### src/rtl/cmr_pkg.sv
package cmr_pkg;

	// defaults for the top-level parameters
	localparam int MAX_CITIES_DEF = 64;
	localparam int COST_BITS_DEF  = 16;

	// register map, indexed by paddr[2]
	localparam logic REG_CITY_COUNT = 1'b0;

	localparam logic [6:0]  CITY_RESET = 7'd64;
	localparam logic [22:0] SUM_LIMIT  = 23'h7FFFFF;
	localparam logic [16:0] PEN_LIMIT  = 17'h1FFFF;

	// back-end sequencer
	typedef enum logic [2:0] {
		ST_IDLE,
		ST_RMIN,
		ST_RSUB,
		ST_CMIN,
		ST_CSUB,
		ST_PMIN,
		ST_PSCAN,
		ST_DONE
	} state_t;

endpackage

### src/rtl/cmr_front.sv
module cmr_front import cmr_pkg::*; #(
	parameter int MAX_CITIES = MAX_CITIES_DEF,
	parameter int COST_BITS  = COST_BITS_DEF,
	localparam int RW = $clog2(MAX_CITIES),
	localparam int NW = $clog2(MAX_CITIES + 1),
	localparam int WW = COST_BITS + 2 * RW + 2
) (
	input  logic          clk,
	input  logic          arst_n,
	input  logic [NW-1:0] n,
	input  logic          cfg_clr,
	input  logic          push,
	output logic          full,
	input  logic [15:0]   entry_cost,
	input  logic          entry_blocked,
	output logic          q_avail,
	output logic [WW-1:0] q_word,
	input  logic          q_take
);

	localparam int QD = 4;
	localparam int QW = 2;

	logic [RW-1:0]  row_q, col_q;
	logic [QW-1:0]  wp_q, rp_q;
	logic [QW:0]    cnt_q;
	logic [WW-1:0]  buf_q [QD];
	logic           acc, take, col_last, row_last;
	logic [31:0]    cost_ext;
	logic [WW-1:0]  word_in;

	assign acc      = push && !full;
	assign take     = q_take && q_avail;
	assign full     = (cnt_q == (QW+1)'(QD));
	assign q_avail  = (cnt_q != '0);
	assign q_word   = buf_q[rp_q];
	assign cost_ext = {16'b0, entry_cost};
	assign col_last = (NW'(col_q) == n - NW'(1));
	assign row_last = (NW'(row_q) == n - NW'(1));
	assign word_in  = {row_last && col_last, row_q, col_q, entry_blocked,
		cost_ext[COST_BITS-1:0]};

	// load position, row-major
	always_ff @(posedge clk or negedge arst_n) begin
		if (!arst_n) begin
			row_q <= '0;
			col_q <= '0;
		end else if (cfg_clr) begin
			row_q <= '0;
			col_q <= '0;
		end else if (acc) begin
			if (col_last) begin
				col_q <= '0;
				row_q <= row_last ? '0 : row_q + RW'(1);
			end else begin
				col_q <= col_q + RW'(1);
			end
		end
	end

	// word queue to the back end
	always_ff @(posedge clk or negedge arst_n) begin
		if (!arst_n) begin
			wp_q  <= '0;
			rp_q  <= '0;
			cnt_q <= '0;
		end else begin
			if (acc) wp_q <= wp_q + QW'(1);
			if (take) rp_q <= rp_q + QW'(1);
			if (acc && !take) cnt_q <= cnt_q + (QW+1)'(1);
			else if (take && !acc) cnt_q <= cnt_q - (QW+1)'(1);
		end
	end

	always_ff @(posedge clk) begin
		if (acc) buf_q[wp_q] <= word_in;
	end

endmodule

### config.mk
export PLATFORM = sky130hd
export DESIGN_NAME = cmr_front
export DESIGN_NICKNAME = d
export VERILOG_FILES = /design/src/rtl/cmr_pkg.sv /design/src/rtl/cmr_front.sv
export SDC_FILE = /design/constraint.sdc
export NUM_CORES = 1
export LEC_CHECK = 0
export CAP_MARGIN = 20
export CORE_MARGIN = 2
export CORE_UTILIZATION = 50
export DETAILED_ROUTE_END_ITERATION = 16
export DONT_BUFFER_PORTS = 1
export PLACE_DENSITY = 0.69
export SLEW_MARGIN = 30
export SYNTH_ARGS = -nofsm -noshare
export SYNTH_HDL_FRONTEND = slang
export SYNTH_SLANG_ARGS = --single-unit
### constraint.sdc
create_clock -name clk -period 5.8 [get_ports clk]
set_input_delay 1.16 -clock clk [delete_from_list [all_inputs] [get_ports clk]]
set_output_delay 1.16 -clock clk [all_outputs]
set_load 0.02 [all_outputs]
==> impl_metrics.json, run 1 <==
{
  "status": "completed",
  "async_reset_ff_share_pct": 13.7,
  "synth_ff_type": "edfxtp_1",
  "synth.top_cell.area_share_pct": 62.8,
  "peakVddDrop_uv": 290,
  "crit_path_max_incr_delay_ps": 680,
  "cts_setup_buffers": 0,
  "core_mm2": 0.0113,
  "synth_top_cell_by_area": "edfxtp_1",
  "hold_class": "in -> async",
  "wl_um": 9500,
  "fin_nets": 354,
  "relSlewSlack_pct": 48.1,
  "numCtsBuffers": 17,
  "grt_pass1_wl_um": 15400,
  "dieArea_mm2": 0.0124,
  "synth-seq-cells": 139,
  "crit_path_end_kind": "primary output",
  "cp.arrival_ps": 2210,
  "ys_seq_area_share_pct": 71.1,
  "overflow": 0,
  "rows": 39,
  "clockRootBuffer": "clkbuf_16",
  "cp_max_fo": 18,
  "syn-num-nets": 341,
  "post-dp-hpwl_um": 5900,
  "yosysUniqueCellTypes": 43,
  "grt_pass1_vias": 2862,
  "synthToLayoutAreaGrowth_pct": 13.9,
  "drive_above_1_share_pct": 24.6,
  "htreeDepth": 4,
  "drt_iter0_drc": 221,
  "syn-cell-area_mm2": 0.00574,
  "die_w_um": 111,
  "crit_chain": "buf_4 -> mux4_2",
  "finalCriticalPeriod_ps": 3370,
  "start_kind": "register",
  "grt_max_degree": 31,
  "drcViolationCount": 0,
  "slowest_stage": "dfrtp_2",
  "synth_cells": 303,
  "die_y_um": 111,
  "drv_cap": 0,
  "initial_utilization_pct": 50.7,
  "numPortBuffers": 0,
  "hold_viol_final": 0,
  "cts_buffer_depth": 2,
  "grtUsageTotal_pct": 16.8,
  "ys_warn_count": 0,
  "multi_input_area_mm2": 0.00159,
  "p_per_area_mw_per_mm2": 507,
  "netlist_top_cells_count": "120 x edfxtp_1, 30 x mux4_2, 19 x dfrtp_1, 19 x xnor2_1, 15 x nand2_1",
  "crit_type": "reg -> out",
  "worst_pin_slew_ps": 776,
  "synth_area_leaders": "edfxtp_1 63%, mux4_2 12%, dfrtp_1 8.3%",
  "worstPathRequired_ps": 4640,
  "vias": 2705,
  "max_freq_mhz": 296,
  "cts_sinks": 139,
  "cts_resized": 0,
  "wl_per_cell_um": 20.1,
  "seqCellArea_mm2": 0.00408,
  "cts_tree": "done",
  "fin_setup_tns_ps": 0,
  "io_pins": 61,
  "fin_skew_ps": 2.95,
  "finalCritPeriodShare_pct": 58.2,
  "clk_pin_slew_ps": 50,
  "grt_setup_unrepaired": "no",
  "hold_buffers": 0,
  "place.gp.congestion": 0.718,
  "antenna_found_initial": 0,
  "clock_latency_ps": 410,
  "ant_nets": 0,
  "setup_viol": 0,
  "drv_slew": 0,
  "hold-worst-slack_ps": 441,
  "detail_route.first_pass.iterations": 4,
  "antenna_cells": 0,
  "avgSynthCellArea_um2": 18.9,
  "nFillCells": 872,
  "yosysMostFrequentCell": "edfxtp_1",
  "synth_edf_count": 120,
  "vias_per_cell": 5.73,
  "leakagePower_nw": 2.24
}
report_power, final:
part,internal (mW),switching (mW),leakage [nW]
Combinational,0.312,0.491,0.588
Sequential,1.30,0.109,1.36
Clock,0.725,0.376,0.295
Total,2.34,0.976,2.24
routing by layer:
layer  track usage (%)  routed length (um)
met5                 0                   0
met4              6.17                 103
met3              6.12                 501
met1              20.6                3960
met2              27.8                4930
worst max-delay path, delay by kind of cell, from the launching register on:
family / cells / cell delay, ps
buffers and inverters: 1 / 450
flip-flops: 1 / 680
multiplexers: 1 / 670
placed cells by master (no fill, tap or decap), types with 6 or more instances in the layout:
| cell type | Yosys | final |
|---|---|---|
| edfxtp_1 | 120 | 120 |
| mux4_2 | 30 | 30 |
| xnor2_1 | 19 | 19 |
| dfrtp_1 | 19 | 18 |
| clkbuf_16 | 0 | 17 |
| nand2_1 | 15 | 15 |
| ha_1 | 8 | 8 |
| inv_1 | 7 | 7 |
| nor2_1 | 6 | 6 |
| buf_4 | 0 | 6 |
per-stage QoR:
stage | instance area (um2) | cells | util, % | setup slack, ps | power [mW]
after global routing | 6540 | 472 | 57.8 | 2250 | 3.48
after floorplan | 5740 | 303 | - | 2650 | 2.08
final | 6540 | 472 | 57.8 | 2430 | 3.32
after CTS | 6540 | 472 | 57.8 | 2350 | 3.37
after detailed placement | 5920 | 440 | 52.3 | 2450 | 2.26
after global placement | 5920 | 440 | 52.3 | 2550 | 2.25
layout make-up:
| cell class | instances | area share [%] |
|---|---|---|
| Clock buffer | 19 | 6.77 |
| Clock inverter | 13 | 2.68 |
| Inverter | 7 | 0.402 |
| Multi-Input combinational cell | 145 | 24.3 |
| Sequential cell | 139 | 62.4 |
| Tap cell | 143 | 2.74 |
| Timing Repair Buffer | 6 | 0.689 |
registers in the layout, summed over array words and instances (netlist names):
register  count
wp_q          2
rp_q          2
cnt_q         3
col_q         6
row_q         6
buf_q       120
logic make-up after synthesis:
kind of cell,synth area share [%]
buffers and inverters,1.24
XOR/XNOR,4.08
AND/OR/NAND/NOR,6.95
AO/OA/AOI/OAI,2.42
flip-flops,71.1
multiplexers,12.2
adder cells (fa/ha/maj),2.09
worst paths after layout:
path                                 startpoint  cells after the start              endpoint  slack [ps]
setup reg to reg           cnt_q[0]$_DFFE_PN0P_                      7  cnt_q[1]$_DFFE_PN0P_        2780
min in group clk           cnt_q[2]$_DFFE_PN0P_                      1  cnt_q[2]$_DFFE_PN0P_         490
hold reg to reg            cnt_q[2]$_DFFE_PN0P_                      1  cnt_q[2]$_DFFE_PN0P_         490
setup / recovery            rp_q[0]$_DFFE_PN0P_                      2            q_word[29]        2430
hold / removal                           arst_n                      0  row_q[1]$_DFFE_PN0P_         440
max in group asynchronous                arst_n                      0   rp_q[0]$_DFFE_PN0P_        5270
Note: power is estimated with default switching activity, not from simulation.
==> run 2: changes to the inputs <==
- ABC_AREA: unset -> 1
- clock period: 5.8 -> 3.2 ns (I/O delays scaled with it)
==> impl_metrics.json, run 2 <==
{
  "syn-num-nets": 526,
  "p_total_mw": 6.23,
  "synth-seq-cells": 139,
  "drive_above_1_share_pct": 11.7,
  "ys_warn_count": 0,
  "numPortBuffers": 0,
  "hold_class": "in -> async",
  "finalCriticalPeriod_ps": 2970,
  "cts_setup_buffers": 0,
  "vias": 3596,
  "relSlewSlack_pct": 42.8,
  "final_cell_mix": "120 x edfxtp_1, 76 x nor2_1, 63 x o21ai_0",
  "hold_viol_final": 0,
  "grt_pass1_wl_um": 18500,
  "wl_per_cell_um": 17.1,
  "fin_skew_ps": 7.87,
  "io_pins": 61,
  "hold-worst-slack_ps": 172,
  "grtUsageTotal_pct": 19.2,
  "utilization_pct": 57.9,
  "wl_um": 11200,
  "detail_route.first_pass.iterations": 4,
  "ant_nets": 0,
  "netlist_top_cells_count": "120 x edfxtp_1, 80 x nor2_1, 63 x o21ai_0",
  "clockRootBuffer": "clkbuf_16",
  "worstPathRequired_ps": 2560,
  "cp.arrival_ps": 2330,
  "cts_buffer_depth": 2,
  "crit_path_end_kind": "primary output",
  "top_regs": "buf_q x120, col_q x6, row_q x6",
  "stdcell_area_mm2": 0.00661,
  "cts_tree": "done",
  "antenna_cells": 0,
  "worst_pin_slew_ps": 853,
  "mostFrequentLayoutCell": "edfxtp_1",
  "p_per_area_mw_per_mm2": 943,
  "max_freq_mhz": 336,
  "endpoint": "q_word[22]",
  "clock_latency_ps": 410,
  "rrSetupSlack_ps": 1070,
  "fin_setup_tns_ps": 0,
  "clk_pin_slew_ps": 60,
  "numCtsBuffers": 17,
  "rows": 39,
  "die_y_um": 112,
  "place.gp.congestion": 0.790,
  "cts_sinks": 139,
  "initial_utilization_pct": 51.1,
  "yosysUniqueCellTypes": 26,
  "drcViolationCount": 0,
  "core_mm2": 0.0114,
  "synth_ff_type": "edfxtp_1",
  "grt_setup_unrepaired": "no",
  "htreeDepth": 4,
  "peakVddDrop_uv": 646,
  "synth_top_cell_by_area": "edfxtp_1",
  "reg2reg_depth": 9,
  "drv_cap": 0,
  "synthToLayoutAreaGrowth_pct": 13.3,
  "avgSynthCellArea_um2": 12.0,
  "leakagePower_nw": 2.41,
  "r2r_end": "cnt_q[2]$_DFFE_PN0P_",
  "overflow": 0,
  "drt_iter0_drc": 285,
  "vias_per_cell": 5.47,
  "synth_edf_count": 120,
  "post-dp-hpwl_um": 6890,
  "async_reset_ff_share_pct": 13.7,
  "grt_pass1_vias": 3670,
  "status": "completed",
  "finalCritPeriodShare_pct": 92.9,
  "dieArea_mm2": 0.0125,
  "fin_nets": 539,
  "r2r_start": "cnt_q[0]$_DFFE_PN0P_",
  "largest_register_ffs": 120,
  "grt_max_degree": 62,
  "antenna_found_initial": 0,
  "drv_slew": 0,
  "regMostFlops": "buf_q",
  "die_w_um": 112,
  "start_kind": "register",
  "synth.top_cell.area_share_pct": 61.8,
  "setup_viol": 0,
  "synth_area_leaders": "edfxtp_1 62%, dfrtp_1 8.2%, o21ai_0 5.4%",
  "nFillCells": 926,
  "crit_type": "reg -> out",
  "syn-cell-area_mm2": 0.00583,
  "critPathLaunch": "rp_q[0]$_DFFE_PN0P_",
  "cp_max_fo": 30,
  "yosysMostFrequentCell": "edfxtp_1",
  "place_area_mm2": 0.00607,
  "synth_cells": 488,
  "ys_seq_area_share_pct": 69.9
}
run 2: changes by cell type in the layout (fill, tap and decap cells not counted), sizes merged, moves of 8 or more:
cell,delta
o22ai,+30
xnor2,-15
nor2,+77
buf,+8
nand3,+23
nand2,+31
o21ai,+66
inv,+28
mux4,-30
run 2: metal layers:
layer,global-route usage (%),vias to the layer above,part of all wire (%)
met3,6.10,10,6.0
li1,-,1760,-
met1,23.7,1739,43
met2,32.1,87,50
met5,0,-,0
met4,6.83,0,1.0
run 2: worst min-delay path by stage:
stage	end
finish	row_q[0]$_DFFE_PN0P_
global placement	row_q[3]$_DFFE_PN0P_
detailed placement	row_q[0]$_DFFE_PN0P_
global route	row_q[3]$_DFFE_PN0P_
CTS	buf_q[0][11]$_DFFE_PP_
floorplan	cnt_q[0]$_DFFE_PN0P_
run 2: per-stage QoR:
| step | cells | setup WS [ps] |
|---|---|---|
| after floorplan | 488 | 769 |
| after global placement | 624 | 796 |
| after detailed placement | 624 | 688 |
| after CTS | 657 | 203 |
| after global routing | 657 | 44.8 |
| final | 657 | 228 |
run 2: what timing repair did:
item	4_1_cts	5_1_grt
hold endpoints to repair	19	0
hold buffers	1	0
setup endpoints to repair	0	0
gates resized for setup	0	0
run 2: cell families (layout without fill, tap and decap cells):
family | Yosys count | in the layout | synth area share, %
compound gates | 102 | 102 | 9.59
xor+xnor | 15 | 15 | 2.25
fa+ha+maj | 9 | 9 | 2.06
buf+inv | 57 | 83 | 3.80
flops | 139 | 139 | 69.9
simple gates | 166 | 166 | 12.4
run 2: power by group:
part           internal (mW)  switching (mW)  leakage, nW
clock                   1.05           0.676        0.256
combinational          0.513            1.47        0.803
sequential              2.39           0.129         1.35
run 2: final cells by class:
cell class	count	area [um2]	area share, %
sequential	139	4080	61.7
inverter	37	139	2.10
clock inverter	14	106	1.61
tap	143	179	2.71
clock buffer	18	429	6.49
multi-input combinational	292	1560	23.6
timing repair buffer	14	115	1.74
run 2: worst max-delay path: stages (launching register included):
cell      delay, ps
dfrtp_2         350
clkinv_1        650
o21ai_0         470
o22ai_1         210
buf_4           210
==> run 3: changes to the inputs <==
- REMOVE_ABC_BUFFERS: unset -> 1
==> impl_metrics.json, run 3 (same netlist as run 2, synthesis figures left out) <==
{
  "hold_class": "in -> async",
  "grt_pass1_wl_um": 18300,
  "mostFrequentLayoutCell": "edfxtp_1",
  "io_pins": 61,
  "rows": 39,
  "initial_utilization_pct": 51.1,
  "final_cell_mix": "120 x edfxtp_1, 76 x nor2_1, 63 x o21ai_0",
  "worstPathRequired_ps": 2560,
  "grt_setup_unrepaired": "no",
  "hold_buffers": 1,
  "drcViolationCount": 0,
  "start_kind": "register",
  "synthToLayoutAreaGrowth_pct": 14.6,
  "place_area_mm2": 0.00611,
  "die_y_um": 112,
  "top_regs": "buf_q x120, col_q x6, row_q x6",
  "worst_pin_slew_ps": 627,
  "htreeDepth": 4,
  "wl_um": 11400,
  "cts_sinks": 139,
  "die_w_um": 112,
  "grt_pass1_vias": 3614,
  "finalCritPeriodShare_pct": 87.7,
  "post-dp-hpwl_um": 6840,
  "core_mm2": 0.0114,
  "drv_cap": 0,
  "status": "completed",
  "grtUsageTotal_pct": 19.1,
  "setup_viol": 0,
  "stdcell_count": 662,
  "nFillCells": 919,
  "drv_slew": 0,
  "reg2reg_depth": 10,
  "vias": 3688,
  "antenna_found_initial": 0,
  "cp.arrival_ps": 2170,
  "slowest_stage": "clkinv_1",
  "fin_ws_ps": 393,
  "peakVddDrop_uv": 556,
  "leakagePower_nw": 2.44,
  "relSlewSlack_pct": 57.9,
  "p_per_area_mw_per_mm2": 957,
  "cts_resized": 0,
  "cts_buffer_depth": 2,
  "utilization_pct": 58.5,
  "pre_cts_ws_ps": 857,
  "detail_route.first_pass.iterations": 4,
  "dieArea_mm2": 0.0125,
  "place_inst": 629,
  "antenna_cells": 0,
  "clockRootBuffer": "clkbuf_16",
  "stdcell_area_mm2": 0.00669,
  "max_freq_mhz": 356,
  "crit_path_max_incr_delay_ps": 500,
  "largest_register_ffs": 120,
  "clock_latency_ps": 410,
  "fin_setup_tns_ps": 0,
  "ant_nets": 0,
  "place.gp.congestion": 0.852,
  "vias_per_cell": 5.57,
  "finalCriticalPeriod_ps": 2810,
  "clk_pin_slew_ps": 60,
  "numPortBuffers": 0,
  "drt_iter0_drc": 340,
  "crit_path_end_kind": "primary output",
  "wl_per_cell_um": 17.3,
  "cp_max_fo": 39,
  "fin_skew_ps": 9.82,
  "hold-worst-slack_ps": 178,
  "drive_above_1_share_pct": 13.1,
  "crit_type": "reg -> out",
  "regMostFlops": "buf_q",
  "cts_setup_buffers": 0,
  "overflow": 0,
  "cts_tree": "done",
  "grt_max_degree": 62,
  "crit_chain": "clkinv_1 -> buf_12 -> o21ai_0 -> o22ai_1 -> buf_4",
  "hold_viol_final": 0,
  "numCtsBuffers": 17,
  "fin_nets": 544,
  "p_total_mw": 6.40
}
==> run 3: cell types whose count changed in the layout (fill, tap and decap cells not counted) <==
cell | previous run | this run
clkinvlp_4 | 4 | 6
clkinv_1 | 4 | 2
clkbuf_1 | 1 | 0
clkinv_2 | 6 | 2
buf_4 | 12 | 17
clkbuf_8 | 0 | 2
clkinv_4 | 1 | 3
inv_6 | 0 | 1
==> run 3: final timing paths <==
kind	slack (ps)	to	from
worst max register to register	1100	cnt_q[2]$_DFFE_PN0P_	cnt_q[0]$_DFFE_PN0P_
max in group asynchronous	2660	rp_q[0]$_DFFE_PN0P_	arst_n
worst min-delay path	180	col_q[5]$_DFFE_PN0P_	arst_n
worst max-delay path	390	q_word[22]	rp_q[0]$_DFFE_PN0P_
worst min register to register	540	cnt_q[0]$_DFFE_PN0P_	cnt_q[0]$_DFFE_PN0P_
min in group clk	320	buf_q[2][15]$_DFFE_PP_	entry_cost[15]
==> run 3: where the power goes <==
part / internal [mW] / total, mW / switching (mW)
Combinational: 0.568 / 2.03 / 1.46
Sequential: 2.39 / 2.53 / 0.132
Clock: 1.11 / 1.84 / 0.732
==> run 3: critical path: cells and delay by family, from the launching register on <==
family | cells | cell delay [ps]
buf+inv | 3 | 1070
flops | 1 | 360
compound gates | 2 | 300
==> run 3: routing by layer <==
layer	part of all wire [%]	vias to the layer above	wire length, um	track usage, %
li1	-	1763	-	-
met3	6.2	12	708	6.59
met2	49	108	5550	31.0
met5	0	-	0	0
met1	44	1805	5020	24.3
met4	1.2	0	141	6.02
==> run 3: layout make-up <==
type	count	area [um2]	share of cell area, %
sequential	139	4080	61.0
multi-input combinational	292	1560	23.4
inverter	37	139	2.08
tap	143	179	2.68
timing repair buffer	19	153	2.28
clock buffer	19	453	6.78
clock inverter	13	120	1.80
